`config.mk`:
```
export PLATFORM = sky130hd
export DESIGN_NAME = uudecode_stream_top
export DESIGN_NICKNAME = d
export VERILOG_FILES = /design/src/design/uud_pkg.sv /design/src/design/uud_engine.sv /design/src/design/uudecode_stream_top.sv
export VERILOG_INCLUDE_DIRS = /design/src /design/src/design
export SDC_FILE = /design/constraint.sdc
export NUM_CORES = 1
export LEC_CHECK = 0
export ABC_AREA = 1
export BUFFER_PORTS_ARGS = -buffer_cell sky130_fd_sc_hd__buf_2
export CAP_MARGIN = 15
export CELL_PAD_IN_SITES_DETAIL_PLACEMENT = 0
export CELL_PAD_IN_SITES_GLOBAL_PLACEMENT = 1
export CORE_ASPECT_RATIO = 1.5
export CORE_MARGIN = 2
export CORE_UTILIZATION = 45
export CTS_CLUSTER_DIAMETER = 80
export DETAILED_ROUTE_END_ITERATION = 8
export HOLD_SLACK_MARGIN = 0.12
export PLACE_DENSITY = 0.76
export SLEW_MARGIN = 20
export SYNTH_ARGS = -nofsm -noshare
export SYNTH_HDL_FRONTEND = slang
export SYNTH_SLANG_ARGS = --single-unit
```
`constraint.sdc`:
```
create_clock -name aclk -period 4.65 [get_ports aclk]
set_input_delay 0.2325 -clock aclk [delete_from_list [all_inputs] [get_ports aclk]]
set_output_delay 0.2325 -clock aclk [all_outputs]
set_load 0.005 [all_outputs]
```
`src/design/assert_macros.svh`:
```
// ----------------------------------------------------------------------------
// assert_macros.svh
// concurrent assertion macros for the uudecode stream design
// ----------------------------------------------------------------------------
`ifndef ASSERT_MACROS_SVH
`define ASSERT_MACROS_SVH

// property holds at every rising clock edge outside reset
`define UUD_ASSERT(label, clk, rst_n, prop, msg) \
    label: assert property (@(posedge clk) disable iff (!rst_n) (prop)) else $error(msg);

// consequent holds in the cycle after the antecedent
`define UUD_ASSERT_NEXT(label, clk, rst_n, ante, cons, msg) \
    label: assert property (@(posedge clk) disable iff (!rst_n) (ante) |=> (cons)) \
        else $error(msg);

`endif

```
`src/design/uud_pkg.sv`:
```
// ----------------------------------------------------------------------------
// uud_pkg
// constants and shared types of the little-endian uudecode stream block
// ----------------------------------------------------------------------------
package uud_pkg;

    localparam int POS_W = 7;
    localparam int CNT_W = 6;
    localparam int ACC_W = 24;

    localparam logic [POS_W-1:0] MAX_LINE_CHARS = 7'd126;
    localparam logic [7:0]       MAX_LINE_BYTES = 8'd45;

    localparam logic [7:0] CHAR_NEWLINE = 8'd10;
    localparam logic [7:0] CHAR_SPACE   = 8'd32;
    localparam logic [7:0] CHAR_HIGH    = 8'd96;

    // bit positions inside m_tuser
    localparam int TUSER_BYTE_VALID = 0;
    localparam int TUSER_LINE_ERROR = 1;
    localparam int TUSER_TEXT_DONE  = 2;
    localparam int TUSER_W          = 3;

    // one result transaction
    typedef struct packed {
        logic [7:0] out_byte;
        logic       byte_valid;
        logic       line_error;
        logic       text_done;
        logic       run_last;
    } uud_result_t;

    // engine handshake toward the top level
    typedef struct packed {
        logic emit;     // result goes into the output register this cycle
        logic consume;  // held character is finished this cycle
    } uud_ctl_t;

endpackage

```
`src/design/uud_engine.sv`:
```
// ----------------------------------------------------------------------------
// uud_engine
// line and group state of the decoder; while the output register is free, one result per cycle from the held item
// ----------------------------------------------------------------------------
module uud_engine (
    input  logic                 aclk,
    input  logic                 aresetn,
    input  logic                 item_valid,
    input  logic [7:0]           item_char,
    input  logic                 item_eot,
    input  logic                 out_free,
    output uud_pkg::uud_result_t res,
    output uud_pkg::uud_ctl_t    ctl
);
    import uud_pkg::*;

    logic [POS_W-1:0] pos_reg, pos_next;
    logic [CNT_W-1:0] count_reg, count_next;
    logic             active_reg, active_next;
    logic [ACC_W-1:0] acc_reg, acc_next;
    logic [1:0]       idx_reg, idx_next;
    logic             broken_reg, broken_next;
    logic [CNT_W-1:0] emitted_reg, emitted_next;
    logic             err_reg, err_next;
    logic             drain_reg, drain_next;
    logic [CNT_W-1:0] left_reg, left_next;

    logic             char_ok;
    logic [5:0]       digit;
    logic [ACC_W-1:0] digit_shifted;
    logic [ACC_W-1:0] acc_new;
    logic             is_nl;
    logic             line_end;
    logic             too_long;
    logic             first_char;
    logic             data_char;
    logic             group_fin;
    logic             count_ok;
    logic [CNT_W-1:0] left_now;
    logic [CNT_W-1:0] k;
    logic             has_result;
    logic             last;
    logic             step;

    // character classification
    always_comb begin
        char_ok    = (item_char >= CHAR_SPACE) && (item_char <= CHAR_HIGH);
        digit      = 6'(item_char - CHAR_SPACE);
        count_ok   = (item_char > CHAR_SPACE) && (item_char <= (CHAR_SPACE + MAX_LINE_BYTES));
        is_nl      = (item_char == CHAR_NEWLINE);
        line_end   = item_eot ? (!err_reg && pos_reg != '0) : (!err_reg && is_nl);
        too_long   = !item_eot && !err_reg && !is_nl && (pos_reg >= MAX_LINE_CHARS);
        first_char = !item_eot && !err_reg && !is_nl && !too_long && (pos_reg == '0);
        data_char  = !item_eot && !err_reg && !is_nl && !too_long && (pos_reg != '0);
    end

    // digit placement, first digit in the low bits; only data characters add a digit
    always_comb begin
        case (idx_reg)
            2'd0:    digit_shifted = {18'd0, digit};
            2'd1:    digit_shifted = {12'd0, digit, 6'd0};
            2'd2:    digit_shifted = {6'd0, digit, 12'd0};
            default: digit_shifted = {digit, 18'd0};
        endcase
        acc_new = (data_char && active_reg && !broken_reg && char_ok)
                ? (acc_reg | digit_shifted) : acc_reg;
    end

    // number of bytes this item emits
    always_comb begin
        left_now  = count_reg - emitted_reg;
        group_fin = data_char && active_reg && (idx_reg == 2'd3);
        if (line_end) begin
            k = active_reg ? left_now : '0;
        end else if (group_fin) begin
            k = (left_now > 6'd3) ? 6'd3 : left_now;
        end else begin
            k = '0;
        end
    end

    // result and handshake
    always_comb begin
        if (drain_reg) begin
            has_result     = 1'b1;
            last           = (left_reg == 6'd1);
            res.out_byte   = acc_reg[7:0];
            res.byte_valid = 1'b1;
            res.line_error = err_reg;
            res.text_done  = item_eot && last;
            res.run_last   = last;
        end else if (k != '0) begin
            has_result     = 1'b1;
            last           = (k == 6'd1);
            res.out_byte   = acc_new[7:0];
            res.byte_valid = 1'b1;
            res.line_error = err_reg;
            res.text_done  = item_eot && last;
            res.run_last   = last;
        end else begin
            has_result     = item_eot || too_long;
            last           = 1'b1;
            res.out_byte   = 8'd0;
            res.byte_valid = 1'b0;
            res.line_error = err_reg || too_long;
            res.text_done  = item_eot;
            res.run_last   = 1'b1;
        end
        step        = item_valid && (!has_result || out_free);
        ctl.emit    = step && has_result;
        ctl.consume = step && last;
    end

    // next state
    always_comb begin
        pos_next     = pos_reg;
        count_next   = count_reg;
        active_next  = active_reg;
        acc_next     = acc_reg;
        idx_next     = idx_reg;
        broken_next  = broken_reg;
        emitted_next = emitted_reg;
        err_next     = err_reg;
        drain_next   = drain_reg;
        left_next    = left_reg;

        if (step) begin
            if (drain_reg) begin
                // one more byte of a multi-byte run
                acc_next     = acc_reg >> 8;
                emitted_next = emitted_reg + 6'd1;
                left_next    = left_reg - 6'd1;
                if (last) begin
                    drain_next = 1'b0;
                    acc_next   = '0;
                    idx_next   = '0;
                    broken_next = 1'b0;
                    if (item_eot || is_nl) begin
                        pos_next     = '0;
                        count_next   = '0;
                        active_next  = 1'b0;
                        emitted_next = '0;
                    end
                    if (item_eot) begin
                        err_next = 1'b0;
                    end
                end
            end else if (k > 6'd1) begin
                // start of a run of bytes
                if (data_char) begin
                    pos_next    = pos_reg + 7'd1;
                    broken_next = broken_reg | !char_ok;
                end
                acc_next     = acc_new >> 8;
                emitted_next = emitted_reg + 6'd1;
                drain_next   = 1'b1;
                left_next    = k - 6'd1;
            end else if (item_eot || (line_end && !err_reg)) begin
                // line end with at most one byte, or end of text
                pos_next     = '0;
                count_next   = '0;
                active_next  = 1'b0;
                acc_next     = '0;
                idx_next     = '0;
                broken_next  = 1'b0;
                emitted_next = '0;
                if (item_eot) begin
                    err_next = 1'b0;
                end
            end else if (too_long) begin
                err_next = 1'b1;
            end else if (first_char) begin
                pos_next     = 7'd1;
                active_next  = count_ok;
                count_next   = count_ok ? 6'(item_char - CHAR_SPACE) : '0;
                emitted_next = '0;
                acc_next     = '0;
                idx_next     = '0;
                broken_next  = 1'b0;
            end else if (data_char) begin
                pos_next = pos_reg + 7'd1;
                if (active_reg) begin
                    if (group_fin) begin
                        emitted_next = emitted_reg + k;
                        acc_next     = '0;
                        idx_next     = '0;
                        broken_next  = 1'b0;
                    end else begin
                        acc_next    = acc_new;
                        broken_next = broken_reg | !char_ok;
                        idx_next    = idx_reg + 2'd1;
                    end
                end
            end
        end
    end

    // state registers
    always_ff @(posedge aclk) begin
        if (!aresetn) begin
            pos_reg     <= '0;
            count_reg   <= '0;
            active_reg  <= 1'b0;
            acc_reg     <= '0;
            idx_reg     <= '0;
            broken_reg  <= 1'b0;
            emitted_reg <= '0;
            err_reg     <= 1'b0;
            drain_reg   <= 1'b0;
            left_reg    <= '0;
        end else begin
            pos_reg     <= pos_next;
            count_reg   <= count_next;
            active_reg  <= active_next;
            acc_reg     <= acc_next;
            idx_reg     <= idx_next;
            broken_reg  <= broken_next;
            emitted_reg <= emitted_next;
            err_reg     <= err_next;
            drain_reg   <= drain_next;
            left_reg    <= left_next;
        end
    end

endmodule

```
`src/design/uudecode_stream_top.sv`:
```
// ----------------------------------------------------------------------------
// uudecode_stream_top
// little-endian uudecoder, one text character in, decoded bytes out
// ----------------------------------------------------------------------------
//  channel   direction  payload
//  s_*       in         tdata[7:0] character, tlast end of text
//  m_*       out        tdata[7:0] byte, tuser byte_valid/line_error/text_done,
//                       tlast last result of the character
//
//  a character is taken every cycle when it gives at most one result and the output register is free
//  a character closing a group gives up to 3 bytes, a newline or end of text
//  up to the line's byte count (at most 45), one byte per cycle while the output is free, through the
//  single output register
//  synchronous active-low reset; no clearing pass, the block is ready at once
//  input and output registers hold the data; m_tready reaches s_tready combinationally, no skid register on either side
// ----------------------------------------------------------------------------
`include "assert_macros.svh"

module uudecode_stream_top (
    input  logic       aclk,
    input  logic       aresetn,
    input  logic       s_tvalid,
    output logic       s_tready,
    input  logic [7:0] s_tdata,   // [7:0] text_char
    input  logic       s_tlast,   // end_of_text
    output logic       m_tvalid,
    input  logic       m_tready,
    output logic [7:0] m_tdata,   // [7:0] out_byte
    output logic [2:0] m_tuser,   // [0] byte_valid, [1] line_error, [2] text_done
    output logic       m_tlast    // run_last
);
    import uud_pkg::*;

    logic        in_valid_reg, in_valid_next;
    logic [7:0]  in_char_reg, in_char_next;
    logic        in_eot_reg, in_eot_next;
    logic        out_valid_reg, out_valid_next;
    uud_result_t out_reg, out_next;
    uud_result_t res;
    uud_ctl_t    ctl;
    logic        out_free;

    // input register
    assign s_tready = !in_valid_reg || ctl.consume;
    always_comb begin
        in_valid_next = in_valid_reg;
        in_char_next  = in_char_reg;
        in_eot_next   = in_eot_reg;
        if (s_tready) begin
            in_valid_next = s_tvalid;
            in_char_next  = s_tdata;
            in_eot_next   = s_tlast;
        end
    end

    uud_engine u_engine (
        .aclk       (aclk),
        .aresetn    (aresetn),
        .item_valid (in_valid_reg),
        .item_char  (in_char_reg),
        .item_eot   (in_eot_reg),
        .out_free   (out_free),
        .res        (res),
        .ctl        (ctl)
    );

    // output register
    assign out_free = !out_valid_reg || m_tready;
    always_comb begin
        out_valid_next = out_valid_reg;
        out_next       = out_reg;
        if (out_free) begin
            out_valid_next = ctl.emit;
        end
        if (ctl.emit) begin
            out_next = res;
        end
    end

    always_ff @(posedge aclk) begin
        if (!aresetn) begin
            in_valid_reg  <= 1'b0;
            out_valid_reg <= 1'b0;
        end else begin
            in_valid_reg  <= in_valid_next;
            out_valid_reg <= out_valid_next;
        end
    end

    // payload registers
    always_ff @(posedge aclk) begin
        in_char_reg <= in_char_next;
        in_eot_reg  <= in_eot_next;
        out_reg     <= out_next;
    end

    // output ports
    assign m_tvalid                  = out_valid_reg;
    assign m_tdata                   = out_reg.out_byte;
    assign m_tuser[TUSER_BYTE_VALID] = out_reg.byte_valid;
    assign m_tuser[TUSER_LINE_ERROR] = out_reg.line_error;
    assign m_tuser[TUSER_TEXT_DONE]  = out_reg.text_done;
    assign m_tlast                   = out_reg.run_last;

    // checks
    `UUD_ASSERT(a_emit_has_item, aclk, aresetn, !ctl.emit || in_valid_reg, "result without held character")
    `UUD_ASSERT(a_done_is_last, aclk, aresetn, !(m_tvalid && m_tuser[TUSER_TEXT_DONE]) || m_tlast, "text_done without tlast")
    `UUD_ASSERT(a_invalid_zero, aclk, aresetn, !(m_tvalid && !m_tuser[TUSER_BYTE_VALID]) || (m_tdata == 8'd0), "nonzero byte without byte_valid")
    `UUD_ASSERT_NEXT(a_emit_loads, aclk, aresetn, ctl.emit, m_tvalid, "emitted result not presented")

endmodule

```
# Word-level counts from Yosys, hierarchy flattened
# Index checks and enable logic that the tools add are counted.
dict set report totals {
  romBits 0
  output_inout_bits 14
  elab_cells 189
  mem_bits_rw 0
  ff_bits 78
  memories 0
  latchBits 0
}
dict set report op_classes {
  shifts 0
  n_mul 0
  addsub 8
  n_div 0
  bitwise_logic 2
  n_eq_ne 12
  n_reduce_logical 56
  muxes 85
  magnitude_cmp 7
}
# op n
set op_table {}
lappend op_table {{$mux 24} 9}
lappend op_table {{$mux 6} 24}
lappend op_table {{$pmux 24 s3} 1}
lappend op_table {{$mux 7} 8}
lappend op_table {{$mux 1} 31}
lappend op_table {{$mux 12} 2}
lappend op_table {{$or 24x24->24} 1}
lappend op_table {{$logic_and 1x1->1} 20}
lappend op_table {{$mux 2} 9}
lappend op_table {{$reduce_and 6->1} 3}
lappend op_table {{$le 8x7->1 const B} 2}
lappend op_table {{$mux 16} 1}
lappend op_table {{$reduce_bool 5->1} 3}
lappend op_table {{$eq 6x1->1 const B} 2}
lappend op_table {{$reduce_and 4->1} 3}
lappend op_table {{$sub 6x1->6 const B} 2}
lappend op_table {{$logic_not 1->1} 9}
lappend op_table {{$eq 8x4->1 const B} 1}
lappend op_table {{$ge 8x6->1 const B} 1}
lappend op_table {{$gt 8x6->1 const B} 1}
lappend op_table {{$reduce_bool 4->1} 2}
lappend op_table {{$add 7x1->7 const B} 1}
lappend op_table {{$ge 7x7->1 const B} 1}
lappend op_table {{$logic_not 7->1} 1}
lappend op_table {{23 further kinds} 32}

# Logic depth before layout (Yosys ltp)
dict set report logic_depth {
  depth_word 20
  mapped_depth 23
}

# By module
# From an unflattened synthesis, not the netlist that was laid out.
dict set report hier_totals {
  hier_cells 796
  area_unflattened_um2 5416.4
}
# mod cells_each area_each_um2 n_inst seq_area_each_um2
set modules_own_cells {}
lappend modules_own_cells {uud_engine 764 4704.5 1 1101.1}
lappend modules_own_cells {uudecode_stream_top 32 711.9 1 670.6}

# Least setup slack after synthesis
# No wires, ideal clock.
dict set report synth_path {
  kind {reg-to-reg}
  start {register u_engine.emitted_reg[0]}
  end {register in_char_reg[0] (enable)}
  n_path_buf 1
  arrival_ns 3.538
  setup_slack_ns 0.717
  setup_time_ns 0.395
  period_less_slack_ns 3.933
  stages_incl_launch_ff 16
  cell_sequence {dfxtp_1 ha_1 inv_1 fa_1 xnor2_1 nand3_1 nor2_2 nand3_1 a21oi_1 ha_1 or2_2 nand2_4 buf_12 nand2_8 nand2_4 o21ai_0}
}
dict set report synth_between {
  elab_chain_len 13
}
# item line
set synth_rtl {}
lappend synth_rtl {{start, declared} uud_engine.sv:23} ;# logic [CNT_W-1:0] emitted_reg, emitted_next;
lappend synth_rtl {{start signal, assigned} uud_engine.sv:218} ;# emitted_reg <= emitted_next;
lappend synth_rtl {{$sub 6x6->6 *} uud_engine.sv:71} ;# left_now = count_reg - emitted_reg;
lappend synth_rtl {{$gt 6x2->1} uud_engine.sv:76} ;# k = (left_now > 6'd3) ? 6'd3 : left_now;
lappend synth_rtl {{$mux 6} uud_engine.sv:76}
lappend synth_rtl {{$mux 6} uud_engine.sv:75} ;# end else if (group_fin) begin
lappend synth_rtl {{$mux 6 *} uud_engine.sv:73} ;# if (line_end) begin
lappend synth_rtl {{$reduce_bool 6->1} uud_engine.sv:92} ;# end else if (k != '0) begin
lappend synth_rtl {{$mux 1} uud_engine.sv:92}
lappend synth_rtl {{$mux 1} uud_engine.sv:84} ;# if (drain_reg) begin
lappend synth_rtl {{$logic_not 1->1} uud_engine.sv:109} ;# step = item_valid && (!has_result || out_free);
lappend synth_rtl {{$logic_or 1x1->1} uud_engine.sv:109}
lappend synth_rtl {{$logic_and 1x1->1} uud_engine.sv:109}
lappend synth_rtl {{$logic_and 1x1->1 *} uud_engine.sv:111} ;# ctl.consume = step && last;
lappend synth_rtl {{$logic_or 1x1->1 *} uudecode_stream_top.sv:44} ;# assign s_tready = !in_valid_reg || ctl.consume;
lappend synth_rtl {{via s_tready} uudecode_stream_top.sv:23} ;# output logic s_tready,
lappend synth_rtl {{end signal, assigned} uudecode_stream_top.sv:92} ;# in_char_reg <= in_char_next;
lappend synth_rtl {{end, declared} uudecode_stream_top.sv:35} ;# logic [7:0] in_char_reg, in_char_next;
# Mark *: on every way through the listed nets, which the timed path passes. The rest lies on a longest branch.
# A chain may end at the register's enable or synchronous reset.

# Final worst setup path
dict set report layout_path {
  start {register u_engine.emitted_reg[0]}
  end {output port s_tready}
}
dict set report layout_between {
  elab_chain_len 13
}
# item line
set layout_rtl {}
lappend layout_rtl {{$sub 6x6->6 *} uud_engine.sv:71}
lappend layout_rtl {{$gt 6x2->1} uud_engine.sv:76}
lappend layout_rtl {{$mux 6} uud_engine.sv:76}
lappend layout_rtl {{$mux 6} uud_engine.sv:75}
lappend layout_rtl {{$mux 6 *} uud_engine.sv:73}
lappend layout_rtl {{$reduce_bool 6->1} uud_engine.sv:92}
lappend layout_rtl {{$mux 1} uud_engine.sv:92}
lappend layout_rtl {{$mux 1} uud_engine.sv:84}
lappend layout_rtl {{$logic_not 1->1} uud_engine.sv:109}
lappend layout_rtl {{$logic_or 1x1->1} uud_engine.sv:109}
lappend layout_rtl {{$logic_and 1x1->1} uud_engine.sv:109}
lappend layout_rtl {{$logic_and 1x1->1 *} uud_engine.sv:111}
lappend layout_rtl {{$logic_or 1x1->1 *} uudecode_stream_top.sv:44}
lappend layout_rtl {{end, declared} uudecode_stream_top.sv:23}
# Mark *: on every way between the ends. The rest lies on a longest branch, timed or not.

==> impl_metrics.toml <==
[finish]
fillers = 1247
largest_register_ffs = 24
drive_gt1_frac = 0.109
seq_area_sq_mm = 0.00177
antennaDiodeCount = 0
multiInputGateArea_sq_mm = 0.00318
final_area_sq_mm = 0.00599
fin_nets = 851
syn_to_final_growth_pct = 10.7

[setup_path]
worst_path_max_delay_cell = "fa_1"
crit_type = "reg2out"
crit_chain = "ha_1, inv_1, fa_1, xnor2_1, nand3_1, nor2_2, nand3_1, a21oi_1, ha_1, or2_2, nand2_4, nand2_8, nand2_4, o21ai_1, buf_2"
crit_required_ps = 4420
critPathCapture = "s_tready"
cp.arrival_ps = 3970
start_kind = "flip-flop"
r2r_setup_slack_ps = 690
r2r-end = "in_eot_reg"
crit_fanout = 12
r2r_cells = 15
r2r_start = "u_engine.emitted_reg[0]"
worstSetupEndpointType = "output port"
critPathLaunch = "u_engine.emitted_reg[0]"
cpPeakStageDelay_ps = 450

[floorplan]
die_h_um = 138
row_count = 49
start_util = 0.455
die-area_sq_mm = 0.0129
core_area_sq_mm = 0.0119
io_pins = 27
die_w_um = 93.6

[outcome]
status = "finished, final reports clean"

[placement]
dpl-instance-area_sq_mm = 0.00561
io_buffer_count = 26
hpwlAfterDp_mm = 12.1
place.gp.congestion = 0.854

[power_and_ir_drop]
power_density_mw_per_mm2 = 318
peakVddDrop_v = 0.000145
p_leak_nw = 2.72

[route]
antenna_left = 0
dr.pass1.iters = 5
vias = 5284
vias_per_cell = 5.44
drt_drc_violations_left = 0
routed_wl_mm = 16.0
drtIter0Drc = 293
routedWlPerCell_um = 16.5

[worst_hold_path]
holdPathStages = 3
worstHoldPathType = "in2reg"

[timing]
fin_crit_sh = 0.904
fin_tns_setup_ps = 0
skew_ps = 10.5
fmax_mhz = 238
tightest_slew_ps = 872
slew_viol_final = 0
max_slew_margin = 0.415
final_hold_viol_count = 0
layout_min_cycle_time_ps = 4200
setup_viol = 0
rsz0062_at_grt = "false"

[grt]
grt_use_met2 = 0.475
grt_pass1_wl_mm = 25.9
track_usage = 0.254
antenna_found_initial = 0
grt_max_degree = 31
met3_usage = 0.0311
grt_pass1_vias = 5202
grt_use_met1 = 0.284
busiest_layer = "met2"
gr-total-overflow = 0

[yosys]
synth_area_sq_mm = 0.00542
ys_warn_count = 0
yosysUniqueCellTypes = 47
synth_commonest_cells = "nand2_1 (190), nor2_1 (112), nand3_1 (81)"
synth_top_cell_area_share = 0.211
syn_inst = 789
syn_avg_cell_area_sq_um = 6.86
mappedNetlistNets = 826
synth-edff-count = 21
synth_seq_area_share = 0.327
synth_area_leader_cell = "dfxtp_1"
synthTopCellsByArea = "dfxtp_1 (21%), nand2_1 (13%), edfxtp_1 (12%)"
ys_ff_latch = 78
synth_async_sr_flop_share = 0
synth_flop_cell = "dfxtp_1"
yosysMostFrequentCell = "nand2_1"

[clocking]
clkLatencyLatePin_ps = 340
cts_max_level = 3
cts_buffer_depth = 2
clkTransAtPathRegs_ps = 60
cts_setup_buffers = 0
cts_buffers = 9
cts_root_buf = "clkbuf_16"
cts_sinks = 78
cts_tree = "done"

[run]
drv_cap = 0
## critical path, delay by kind of cell (launching register included)
kind | cells | cell delay [ps]
compound gates | 2 | 780
xor+xnor | 1 | 250
fa+ha+maj | 3 | 960
buf+inv | 2 | 280
flops | 1 | 410
simple gates | 7 | 940
## kinds of logic after synthesis
family          Yosys count  synth area share
fa+ha+maj                24            0.0582
simple gates            440             0.372
compound gates          124             0.126
flops                    78             0.327
xor+xnor                 18            0.0291
buf+inv                 105            0.0869
## per-layer routing
metal  vias to the layer above  part of all wire
met5                         -                 0
met4                         0             0.028
met3                        30             0.027
met2                       109              0.55
met1                      2506              0.39
li1                       2639                 -
## per-stage QoR
stage / utilization / std cells / total power [mW] / setup WS (ps) / hold WS (ps)
floorplan: - / 789 / 1.09 / 717 / 331
CTS: 0.504 / 971 / 1.92 / 373 / 133
global route: 0.504 / 971 / 2.00 / 12.2 / 179
global placement: 0.471 / 947 / 1.19 / 772 / 409
finish: 0.504 / 971 / 1.91 / 447 / 139
detailed placement: 0.471 / 947 / 1.19 / 685 / 411
## report_power, final
| group | switching [mW] | internal, mW |
|---|---|---|
| Clock | 0.301 | 0.417 |
| Sequential | 0.0335 | 0.739 |
| Combinational | 0.288 | 0.128 |
| Total | 0.623 | 1.28 |
## area by class of cell
class | instances | share of cell area
multi-input cells | 606 | 0.530
repair buffers | 39 | 0.0417
well taps | 153 | 0.0319
clock buffers | 9 | 0.0376
clock inverters | 6 | 0.0117
flip-flops and latches | 78 | 0.296
inverters | 80 | 0.0518
## how the worst min path moves through the flow
stage / from / slack [ps] / endpoint
after floorplan: s_tdata[0] / 330 / in_char_reg[0]
after global routing: s_tvalid / 180 / in_valid_reg
final: s_tvalid / 140 / in_valid_reg
after CTS: s_tvalid / 130 / in_valid_reg
after detailed placement: s_tdata[1] / 410 / in_char_reg[1]
after global placement: s_tdata[6] / 410 / in_char_reg[6]
## cells in the final DEF, fill, tap and decap left out, types with 4 or more instances in the layout
| master | count |
|---|---|
| nand2_4 | 7 |
| nand2_1 | 190 |
| o21ai_0 | 56 |
| nand2_2 | 8 |
| buf_4 | 4 |
| nor2_1 | 111 |
| clkbuf_16 | 9 |
| a21oi_1 | 44 |
| buf_2 | 26 |
| nor2_2 | 4 |
| nand4_1 | 13 |
| dlygate4sd3_1 | 9 |
| inv_1 | 72 |
| o21bai_1 | 10 |
| xnor2_1 | 6 |
| edfxtp_1 | 21 |
| inv_2 | 5 |
| nor3_1 | 7 |
| dfxtp_1 | 57 |
| nand3_1 | 81 |
| nor2_4 | 4 |
| nor4_1 | 6 |
| ha_1 | 22 |
| xor2_1 | 12 |
## timing repair
action | in CTS | in global routing
hold buffers | 9 | 0
hold endpoints to repair | 9 | 0
endpoints found under the setup margin | 0 | 1
gates resized for setup | 0 | 1
Note: power is estimated with default switching activity, not from simulation.
